$ cat config.mk
export PLATFORM = sky130hd
export DESIGN_NAME = wavelet_band_power_top
export DESIGN_NICKNAME = d
export VERILOG_FILES = /design/src/rtl/wbp_pkg.sv /design/src/rtl/wavelet_band_power_top.sv /design/src/rtl/wbp_front.sv /design/src/rtl/wbp_queue.sv /design/src/rtl/wbp_back.sv
export SDC_FILE = /design/constraint.sdc
export NUM_CORES = 1
export LEC_CHECK = 0
export BUFFER_PORTS_ARGS = -buffer_cell sky130_fd_sc_hd__buf_2
export CELL_PAD_IN_SITES_DETAIL_PLACEMENT = 0
export CELL_PAD_IN_SITES_GLOBAL_PLACEMENT = 1
export CORE_ASPECT_RATIO = 2
export CORE_MARGIN = 1.5
export CORE_UTILIZATION = 47
export CTS_BUF_LIST = sky130_fd_sc_hd__clkbuf_8 sky130_fd_sc_hd__clkbuf_16
export DETAILED_ROUTE_END_ITERATION = 12
export PLACE_DENSITY = 0.86
export RECOVER_POWER = 25
export SLEW_MARGIN = 20
export SYNTH_ARGS = -nofsm -noshare
export SYNTH_HDL_FRONTEND = slang
export SYNTH_HIERARCHICAL = 1
export SYNTH_SLANG_ARGS = --single-unit
$ cat constraint.sdc
create_clock -name clk -period 3.6 [get_ports clk]
set_input_delay 0.18 -clock clk [delete_from_list [all_inputs] [get_ports clk]]
set_output_delay 0.18 -clock clk [all_outputs]
set_load 0.01 [all_outputs]
$ cat src/rtl/wbp_pkg.sv
// Shared constants and types of the wavelet band power block.
package wbp_pkg;

	localparam int COEF_W  = 16;  // signed Q1.15 coefficient
	localparam int NORM_W  = 31;  // square of one coefficient, unsigned Q1.30
	localparam int BAND_W  = 4;   // band index
	localparam int BANDS_W = 5;   // band count, 1..MAX_LOG2_LENGTH after clamping
	localparam int POWER_W = 32;  // unsigned Q16.16 result
	localparam int FRAC_W  = 16;  // fraction bits of the result
	localparam int CFG_W   = 4;   // width of the length register

	localparam logic [CFG_W-1:0] LOG2_LENGTH_RESET = 4'd10;

	// Register index of log2_length on the configuration port
	localparam logic REG_LOG2_LENGTH = 1'b0;

	// Pending band results between the front and the divider
	localparam int QUEUE_DEPTH = 4;
	localparam int QPTR_W      = 2;
	localparam int QCNT_W      = 3;

	typedef struct packed {
		logic [BAND_W-1:0] band;
		logic              last;
	} band_ctl_t;

endpackage

$ cat src/rtl/wavelet_band_power_top.sv
// Top level of the wavelet band power block: ports, register and wiring.
//
// Input stream (s_*): one signed Q1.15 wavelet coefficient per item, in
// vector order. A vector holds 2^log2_length coefficients; the first is the
// normalizer, the rest form dyadic bands of 1, 2, 4, ... coefficients.
// Output stream (m_*): one item per completed band carrying the band index,
// the band energy over the normalizer as unsigned Q16.16 (saturated) and
// tlast on the final band of a vector. A zero normalizer gives zero power.
// Configuration: APB register 0 (log2_length, reset 10), for the user to write
// only while idle; the block itself does not enforce this. Coefficients are
// taken at one per cycle while s_tready is high. A band result holds the
// divider for load, 32 quotient bits and hand-off, or for load and hand-off
// alone with a zero normalizer or a saturated ratio; a four-entry queue buffers
// pending band sums, and the input stalls only while that queue could overflow.
// A band's result passes the square register, the queue and the divider in turn.
// Reset clears positions, sums, queue and output valid; log2_length
// returns to 10. A stalled receiver holds the output item, then the
// divider, then the queue, and finally the input.
module wavelet_band_power_top import wbp_pkg::*; #(
	parameter int MAX_LOG2_LENGTH = 10
) (
	input  logic        clk,
	input  logic        arst_n,
	// APB configuration port
	input  logic        psel,
	input  logic        penable,
	input  logic        pwrite,
	input  logic [2:0]  paddr,
	input  logic [31:0] pwdata,
	output logic [31:0] prdata,
	output logic        pready,
	// Coefficient stream
	input  logic        s_tvalid,
	output logic        s_tready,
	input  logic [15:0] s_tdata,   // [15:0] coef
	// Band result stream
	output logic        m_tvalid,
	input  logic        m_tready,
	output logic [39:0] m_tdata,   // [3:0] band, [35:4] band_power, [39:36] zero
	output logic        m_tlast    // last_band
);

	localparam int ACC_W = MAX_LOG2_LENGTH + 30;
	localparam int QW    = BAND_W + 1 + ACC_W + NORM_W;

	logic [CFG_W-1:0]   log2_length_q;
	logic [QCNT_W-1:0]  q_count;
	logic               push;
	band_ctl_t          push_ctl;
	logic [ACC_W-1:0]   push_sum;
	logic [NORM_W-1:0]  push_norm;
	logic [QW-1:0]      head;
	logic               q_valid;
	logic               pop;
	band_ctl_t          out_ctl;
	logic [POWER_W-1:0] out_power;

	// Length register
	always_ff @(posedge clk or negedge arst_n) begin
		if (!arst_n) begin
			log2_length_q <= LOG2_LENGTH_RESET;
		end else if (psel && penable && pwrite && pready && (paddr[2] == REG_LOG2_LENGTH)) begin
			log2_length_q <= pwdata[CFG_W-1:0];
		end
	end

	assign pready = 1'b1;
	assign prdata = (paddr[2] == REG_LOG2_LENGTH) ? {{(32-CFG_W){1'b0}}, log2_length_q} : '0;

	wbp_front #(
		.MAX_LOG2_LENGTH(MAX_LOG2_LENGTH),
		.ACC_W(ACC_W)
	) u_front (
		.clk        (clk),
		.arst_n     (arst_n),
		.log2_length(log2_length_q),
		.coef_valid (s_tvalid),
		.coef_ready (s_tready),
		.coef       (s_tdata),
		.q_count    (q_count),
		.push       (push),
		.push_ctl   (push_ctl),
		.push_sum   (push_sum),
		.push_norm  (push_norm)
	);

	wbp_queue #(
		.WIDTH(QW)
	) u_queue (
		.clk      (clk),
		.arst_n   (arst_n),
		.push     (push),
		.push_data({push_ctl, push_sum, push_norm}),
		.pop      (pop),
		.head     (head),
		.nonempty (q_valid),
		.count    (q_count)
	);

	wbp_back #(
		.ACC_W(ACC_W)
	) u_back (
		.clk      (clk),
		.arst_n   (arst_n),
		.q_valid  (q_valid),
		.pop      (pop),
		.q_ctl    (head[QW-1 -: BAND_W+1]),
		.q_sum    (head[NORM_W +: ACC_W]),
		.q_norm   (head[NORM_W-1:0]),
		.out_valid(m_tvalid),
		.out_ready(m_tready),
		.out_ctl  (out_ctl),
		.out_power(out_power)
	);

	assign m_tdata = {4'b0000, out_power, out_ctl.band};
	assign m_tlast = out_ctl.last;

endmodule

$ cat src/rtl/wbp_front.sv
// Front part: squares coefficients, tracks bands and sums each band.
module wbp_front import wbp_pkg::*; #(
	parameter int MAX_LOG2_LENGTH = 10,
	parameter int ACC_W           = 40
) (
	input  logic                     clk,
	input  logic                     arst_n,
	input  logic [CFG_W-1:0]         log2_length,
	input  logic                     coef_valid,
	output logic                     coef_ready,
	input  logic signed [COEF_W-1:0] coef,
	input  logic [QCNT_W-1:0]        q_count,
	output logic                     push,
	output band_ctl_t                push_ctl,
	output logic [ACC_W-1:0]         push_sum,
	output logic [NORM_W-1:0]        push_norm
);

	localparam int POS_W = MAX_LOG2_LENGTH;

	logic [POS_W-1:0]         pos_q;
	logic [BAND_W-1:0]        band_q;
	logic [BANDS_W-1:0]       bands;
	logic [POS_W:0]           band_end;
	logic                     first;
	logic                     is_end;
	logic                     is_last;
	logic                     accept;
	logic signed [2*COEF_W-1:0] prod;

	logic                     valid_s1;
	logic                     first_s1;
	logic                     end_s1;
	band_ctl_t                ctl_s1;
	logic [NORM_W-1:0]        sq_s1;

	logic [NORM_W-1:0]        norm_q;
	logic [ACC_W-1:0]         acc_q;
	logic [ACC_W-1:0]         acc_sum;

	// Clamp the length register into the supported band count
	always_comb begin
		bands = BANDS_W'(log2_length);
		if (bands == '0) begin
			bands = BANDS_W'(1);
		end
		if (bands > BANDS_W'(MAX_LOG2_LENGTH)) begin
			bands = BANDS_W'(MAX_LOG2_LENGTH);
		end
	end

	// Classify the incoming coefficient
	assign first    = (pos_q == '0);
	assign band_end = ({{POS_W{1'b0}}, 1'b1} << ({1'b0, band_q} + BANDS_W'(1)))
		- {{POS_W{1'b0}}, 1'b1};
	assign is_end   = !first && ({1'b0, pos_q} == band_end);
	assign is_last  = ({1'b0, band_q} + BANDS_W'(1)) >= bands;
	assign prod     = coef * coef;

	// Hold off while the queue could not take the pending result
	assign coef_ready = (q_count + QCNT_W'(valid_s1 && end_s1)) < QCNT_W'(QUEUE_DEPTH);
	assign accept     = coef_valid && coef_ready;

	// Advance position and band on every accepted item
	always_ff @(posedge clk or negedge arst_n) begin
		if (!arst_n) begin
			pos_q    <= '0;
			band_q   <= '0;
			valid_s1 <= 1'b0;
		end else begin
			valid_s1 <= accept;
			if (accept) begin
				if (first) begin
					pos_q  <= POS_W'(1);
					band_q <= '0;
				end else if (is_end && is_last) begin
					pos_q  <= '0;
					band_q <= '0;
				end else if (is_end) begin
					pos_q  <= pos_q + POS_W'(1);
					band_q <= band_q + BAND_W'(1);
				end else begin
					pos_q  <= pos_q + POS_W'(1);
				end
			end
		end
	end

	// Register the square and the item's class
	always_ff @(posedge clk) begin
		if (accept) begin
			sq_s1         <= prod[NORM_W-1:0];
			first_s1      <= first;
			end_s1        <= is_end;
			ctl_s1.band   <= band_q;
			ctl_s1.last   <= is_last;
		end
	end

	assign acc_sum = acc_q + ACC_W'(sq_s1);

	// Keep the normalizer and the running band sum
	always_ff @(posedge clk or negedge arst_n) begin
		if (!arst_n) begin
			norm_q <= '0;
			acc_q  <= '0;
		end else if (valid_s1) begin
			if (first_s1) begin
				norm_q <= sq_s1;
				acc_q  <= '0;
			end else if (end_s1) begin
				acc_q  <= '0;
			end else begin
				acc_q  <= acc_sum;
			end
		end
	end

	assign push      = valid_s1 && !first_s1 && end_s1;
	assign push_ctl  = ctl_s1;
	assign push_sum  = acc_sum;
	assign push_norm = norm_q;

endmodule

$ cat src/rtl/wbp_queue.sv
// Small queue of completed band sums waiting for the divider.
module wbp_queue import wbp_pkg::*; #(
	parameter int WIDTH = 76
) (
	input  logic              clk,
	input  logic              arst_n,
	input  logic              push,
	input  logic [WIDTH-1:0]  push_data,
	input  logic              pop,
	output logic [WIDTH-1:0]  head,
	output logic              nonempty,
	output logic [QCNT_W-1:0] count
);

	logic [WIDTH-1:0]  mem [QUEUE_DEPTH];
	logic [QPTR_W-1:0] wr_ptr_q;
	logic [QPTR_W-1:0] rd_ptr_q;
	logic [QCNT_W-1:0] count_q;

	// Store pushed entries
	always_ff @(posedge clk) begin
		if (push) begin
			mem[wr_ptr_q] <= push_data;
		end
	end

	// Advance pointers and fill count
	always_ff @(posedge clk or negedge arst_n) begin
		if (!arst_n) begin
			wr_ptr_q <= '0;
			rd_ptr_q <= '0;
			count_q  <= '0;
		end else begin
			if (push) begin
				wr_ptr_q <= wr_ptr_q + QPTR_W'(1);
			end
			if (pop) begin
				rd_ptr_q <= rd_ptr_q + QPTR_W'(1);
			end
			if (push && !pop) begin
				count_q <= count_q + QCNT_W'(1);
			end else if (pop && !push) begin
				count_q <= count_q - QCNT_W'(1);
			end
		end
	end

	assign head     = mem[rd_ptr_q];
	assign nonempty = (count_q != '0);
	assign count    = count_q;

endmodule

$ cat src/rtl/wbp_back.sv
// Back part: divides each band sum by the normalizer, one quotient bit a cycle.
module wbp_back import wbp_pkg::*; #(
	parameter int ACC_W = 40
) (
	input  logic               clk,
	input  logic               arst_n,
	input  logic               q_valid,
	output logic               pop,
	input  band_ctl_t          q_ctl,
	input  logic [ACC_W-1:0]   q_sum,
	input  logic [NORM_W-1:0]  q_norm,
	output logic               out_valid,
	input  logic               out_ready,
	output band_ctl_t          out_ctl,
	output logic [POWER_W-1:0] out_power
);

	localparam int CMP_W = (ACC_W > NORM_W + FRAC_W) ? ACC_W : NORM_W + FRAC_W;
	localparam int CNT_W = $clog2(POWER_W);

	typedef enum logic [1:0] {
		ST_IDLE,
		ST_DIV,
		ST_HOLD
	} state_t;

	state_t             state_q;
	band_ctl_t          ctl_q;
	logic [NORM_W-1:0]  norm_q;
	logic [NORM_W-1:0]  rem_q;
	logic [POWER_W-1:0] dq_q;
	logic [CNT_W-1:0]   cnt_q;
	logic               out_valid_q;
	band_ctl_t          out_ctl_q;
	logic [POWER_W-1:0] out_power_q;

	logic               saturate;
	logic [NORM_W:0]    rem_sh;
	logic [NORM_W:0]    rem_sub;
	logic               ge;

	// Quotient reaches 2^32 exactly when the sum reaches norm * 2^16
	assign saturate = CMP_W'(q_sum) >= (CMP_W'(q_norm) << FRAC_W);

	// One restoring step
	assign rem_sh  = {rem_q, dq_q[POWER_W-1]};
	assign rem_sub = rem_sh - {1'b0, norm_q};
	assign ge      = rem_sh >= {1'b0, norm_q};

	assign pop = (state_q == ST_IDLE) && q_valid;

	// Sequence divisions and hold the output register
	always_ff @(posedge clk or negedge arst_n) begin
		if (!arst_n) begin
			state_q     <= ST_IDLE;
			out_valid_q <= 1'b0;
			cnt_q       <= '0;
			ctl_q       <= '0;
			norm_q      <= '0;
			rem_q       <= '0;
			dq_q        <= '0;
			out_ctl_q   <= '0;
			out_power_q <= '0;
		end else begin
			// Drop the output item once taken, unless a new one replaces it
			if (out_valid_q && out_ready && (state_q != ST_HOLD)) begin
				out_valid_q <= 1'b0;
			end
			case (state_q)
				ST_IDLE: begin
					if (q_valid) begin
						ctl_q  <= q_ctl;
						norm_q <= q_norm;
						if (q_norm == '0) begin
							dq_q    <= '0;
							state_q <= ST_HOLD;
						end else if (saturate) begin
							dq_q    <= '1;
							state_q <= ST_HOLD;
						end else begin
							rem_q   <= NORM_W'(q_sum >> FRAC_W);
							dq_q    <= {q_sum[FRAC_W-1:0], {(POWER_W-FRAC_W){1'b0}}};
							cnt_q   <= CNT_W'(POWER_W - 1);
							state_q <= ST_DIV;
						end
					end
				end
				ST_DIV: begin
					rem_q <= ge ? rem_sub[NORM_W-1:0] : rem_sh[NORM_W-1:0];
					dq_q  <= {dq_q[POWER_W-2:0], ge};
					cnt_q <= cnt_q - CNT_W'(1);
					if (cnt_q == '0) begin
						state_q <= ST_HOLD;
					end
				end
				ST_HOLD: begin
					if (!out_valid_q || out_ready) begin
						out_valid_q <= 1'b1;
						out_ctl_q   <= ctl_q;
						out_power_q <= dq_q;
						state_q     <= ST_IDLE;
					end
				end
				default: begin
					state_q <= ST_IDLE;
				end
			endcase
		end
	end

	assign out_valid = out_valid_q;
	assign out_ctl   = out_ctl_q;
	assign out_power = out_power_q;

endmodule
# Word level (Yosys, flattened, before mapping)
# Memory sizes are Yosys's and may differ from the RTL's.
# Cells that the tools add are included.
# classes
n_addsub,12
mul,1
n_lt_le_gt_ge,5
n_eq_ne,9
n_shift,1
muxes,36
bitwise_logic,1
n_reduce_logical,36
# ops
op,n
two-way mux 31 bit,4
two-way mux 32 bit,3
two-way mux 40 bit,2
case mux 32 bit (2 select lines),1
case mux 31 bit (2 select lines),1
greater-or-equal comparator 40 x 47 -> 1 bit,1
adder 40 x 31 -> 40 bit,1
greater-or-equal comparator 32 x 31 -> 1 bit,1
zero test 31 bit,1
multiplier 16 x 16 -> 31 bit,1
subtractor 31 bit,1
two-way mux 10 bit,2
two-way mux 4 bit,5
two-way mux 5 bit,4
logical AND 1 bit,14
== test 10 x 11 -> 1 bit,1
"left shift 1 x 5 -> 11 bit, first input constant",1
"subtractor 11 x 1 -> 11 bit, second input constant",1
"adder 10 x 1 -> 10 bit, second input constant",1
zero test 10 bit,1
two-way mux 2 bit,5
case mux 5 bit (2 select lines),1
AND reduction 2 bit,5
two-way mux 3 bit,2
26 further kinds,41
# totals
regBits,279
ramBits,304
inputBits,58
output_inout_bits,76
elab_cells,127
memories,1
# memory_table
memory,depth,word_bits,read_ports,rd_ports_with_merged_regs,wr,line_no,source
u_queue.mem,4,76,1,0,1,wbp_queue.sv:15,logic [WIDTH-1:0] mem [QUEUE_DEPTH];

# Longest topological paths before layout
# depth
depth_word,8
ltp_mapped,24
ltp_nobuf,23

# Modules after synthesis
# Netlist, hierarchy kept.
# modules_own_cells
module,instances,cells_each,area_each_um2,seq_area_each_um2
wbp_front,1,1671,15961.6,3238.1
wbp_queue,1,431,11364.6,9303.9
wbp_back,1,851,8234.1,3603.5
wavelet_band_power_top,1,48,461.7,102.6

# Worst setup path after synthesis
# Ideal clock, no wire load.
# synth_timing
path_kind,input to register
startpoint,input s_tdata[15]
endpoint,register u_front.sq_s1[29] (data pin)
setup_time_ns,0.261
t_arrival_ns,5.817
required_time_ns,3.339
setup_slack_ns,-2.478
stages,21
path_buffers,1
path_cell_list,clkbuf_1 -> and2_1 -> fa_1 -> inv_1 -> fa_1 -> inv_1 -> fa_1 -> fa_1 -> fa_1 -> inv_1 -> fa_1 -> inv_1 -> ha_1 -> a21o_1 -> a21o_1 -> a21o_1 -> a21oi_1 -> nor2b_1 -> a21oi_1 -> o21ai_0 -> a311o_1
# synth_via
elab_chain_cells,1
# synth_rtl
item,line_no,source
"start, declared",wavelet_band_power_top.sv:35,"input logic [15:0] s_tdata,"
multiplier 16 x 16 -> 31 bit,wbp_front.sv:58,assign prod = coef * coef;
named net u_front.prod[29],wbp_front.sv:29,logic signed [2*COEF_W-1:0] prod;
"end signal, assigned",wbp_front.sv:92,sq_s1 <= prod[NORM_W-1:0];
"end, declared",wbp_front.sv:35,logic [NORM_W-1:0] sq_s1;
# The timed path passes the listed nets, and every way through them passes these cells.
# A chain may end at the register's enable or synchronous reset.

# Worst setup path after layout
# layout_timing
startpoint,input s_tdata[8]
endpoint,register u_front.sq_s1[22] (data pin)
# Same word-level chain as after synthesis.

==> metrics.txt <==
Synth Flop Type edfxtp_1; Setup crit end kind flip-flop; DR DRC count 0; run status complete, but fails checks; Final Hold Violating Endpoints 0; Worst EP arrival 5.49 ns; critical path class in2reg; Synth cell types 93; worst setup margin -1.54 ns; post-route clock skew 0.0205 ns; Initial Util 47.5%; DRC marker count from the first detailed-route iteration 1193; CP max FO 4; antenna violations before repair 0; commonest non-fill, non-tap cell in the layout inv_1; Initial DRT Pass Iterations 5; clock sink count 581; Die ar. 78400 µm²; final RePlAce weighted congestion 0.962; number of synthesized flops with an enable pin 341; Synth area leaders edfxtp_1 (28%), dfrtp_1 (17%), fa_1 (13%); Rows 143; GRT Residual Overflow 0; largest net degree at the start of global routing 97; CTS tree built; Yosys reg bits 581; post-synthesis sequential area ratio 45.1%; Worst Max-Slew Pin Slew 2.59 ns; hold_ws 0.0522 ns; RSZ-0062 raised after global routing true; vias in the first global route 26800; Reg clk slew, reported paths 0.07 ns; GRT Util Overall 23.7%; min-delay worst type in2reg; post-synth top area share 28.4%; Antenna Violating Nets Remaining 0; post-synthesis async set-or-reset flop share 41.3%; IO Count 134; Die Wd 199 µm; worst-case clock buffer depth 3; Synth Area per Inst 12.0 µm²; latest clock arrival within the worst-skew pair 0.60 ns; mapped cell area 36000 µm²; Die Y 395 µm; global-route wire length before repair 143000 µm; Core Box Area 75900 µm²; Slew Limit Fails 97; H-tree levels 2; vias per inst 5.44; Post-Route WL 92100 µm; DR vias 24600; Root Buffer clkbuf_16; WL per Instance 20.4 µm; fin crit period 5.14 ns; most frequent cells in the layout inv_1 (410), buf_4 (381), edfxtp_1 (341); failing checks capacitance limit, slew limit, setup timing; Final Cycle Share 143%; DP HPWL 69600 µm; Inserted Diodes 0; IO buf count 70; Max-Cap Viols 1; area leader, netlist edfxtp_1; Slew HR -72.6%; Final setup violation count 82; Layout fillers 6067; cts bufs inserted 46; Worst Path Required 3.95 ns; f_max 195 MHz; nets@finish 3959; Ys Warns 6; CP Launch Type input pin; Syn Inst Count 3001; Area growth syn-to-layout 22.5%; ratio of cells with drive above 1 in the final layout 30.3%
## state kept, by name, indices dropped and copies added, names as in the netlist, 30 cells and up
register,flops
u_back/dq_q,32
u_back/norm_q,31
u_front/push_norm,30
u_back/out_power,32
u_front/sq_s1,30
u_back/rem_q,31
u_queue/mem,304
u_front/acc_q,40
## what timing repair did
| action | CTS | global route |
|---|---|---|
| endpoints found under the setup margin | 94 | 107 |
| pin swaps | 118 | 142 |
| hold buffers | 10 | 0 |
| resized for setup | 166 | 182 |
| endpoints found under the hold margin | 96 | 0 |
| buffers inserted | 38 | 17 |
| cloned | 1 | 7 |
## synth_stat cells, types with 39 or more instances
cell type,n
nand3_1,42
clkbuf_1,72
and2_1,40
nor2_1,129
a21oi_1,115
dfrtp_1,238
buf_4,39
mux4_2,76
edfxtp_1,341
inv_1,443
o21ai_0,133
nand2_1,200
a21o_1,61
xnor2_1,79
fa_1,232
xor2_1,43
ha_1,195
mux2_2,73
## logic make-up after synthesis
group,Yosys count,share of synthesized area (%)
buffers and inverters,590,6.91
flip-flops,581,45.1
AND/OR/NAND/NOR,570,7.74
AO/OA/AOI/OAI,534,9.82
adder cells (fa/ha/maj),428,19.7
multiplexers,173,7.74
XOR/XNOR,122,2.97
other,3,0.0313
## worst max-delay path, stage by stage
cell,delay [ns]
buf_8,0.10
buf_6,0.12
nand2_4,0.05
inv_2,0.04
fa_1,0.52
inv_1,0.05
fa_1,0.54
fa_2,0.44
fa_1,0.51
inv_1,0.05
fa_1,0.48
inv_2,0.04
fa_1,0.52
inv_2,0.05
ha_4,0.21
and3_4,0.15
and3_4,0.17
a2111o_1,0.49
nand2_2,0.13
o21ai_2,0.06
o21ai_1,0.12
or3b_4,0.37
o21a_1,0.11
## layer usage
metal	GRT usage, %	share of wire [%]
met4	16.3	7.8
met3	1.74	2.8
met5	0	0
met2	46.6	57
met1	22.6	32
## path summary, 6_finish.rpt
path / start / to / slack (ns) / cells after the start
worst min-delay path: s_tdata[1] / u_front/sq_s1[2]$_DFFE_PP_ / 0.05 / 3
worst max register to register: u_queue/rd_ptr_q[0]$_DFFE_PN0P_ / u_back/rem_q[7]$_DFFE_PN0P_ / -0.11 / 17
worst max-delay path: s_tdata[8] / u_front/sq_s1[22]$_DFFE_PP_ / -1.54 / 23
worst min register to register: u_back/out_power[31]$_DFFE_PN0P_ / u_back/out_power[31]$_DFFE_PN0P_ / 0.48 / 2
max in group asynchronous: arst_n / u_front/acc_q[17]$_DFFE_PN0P_ / 0.42 / 3
min in group asynchronous: arst_n / u_back/out_power[23]$_DFFE_PN0P_ / 0.93 / 2
## area by class of cell
class / instances / area [µm²] / area share (%)
tap: 1015 / 1270 / 2.88
timing repair buffer: 540 / 4590 / 10.4
inverter: 444 / 1700 / 3.84
clock buffer: 54 / 1310 / 2.96
multi-input combinational: 1861 / 18700 / 42.3
clock inverter: 31 / 318 / 0.720
sequential: 581 / 16300 / 36.8
## per-stage QoR
stage	setup slack (ns)	utilization [%]	cell area [µm²]	setup TNS (ns)	instances
after global routing	-1.72	58.2	44100	-46.86	4526
after CTS	-1.53	57.1	43300	-24.43	4504
final	-1.54	58.2	44100	-27.80	4526
after detailed placement	-2.38	53.6	40600	-57.31	4373
after floorplan	-1.94	-	36700	-30.79	3032
after global placement	-2.25	53.6	40600	-54.26	4373
Power is not shown: default switching activity piles up to over one toggle a cycle in this logic, so the estimate is an artifact.
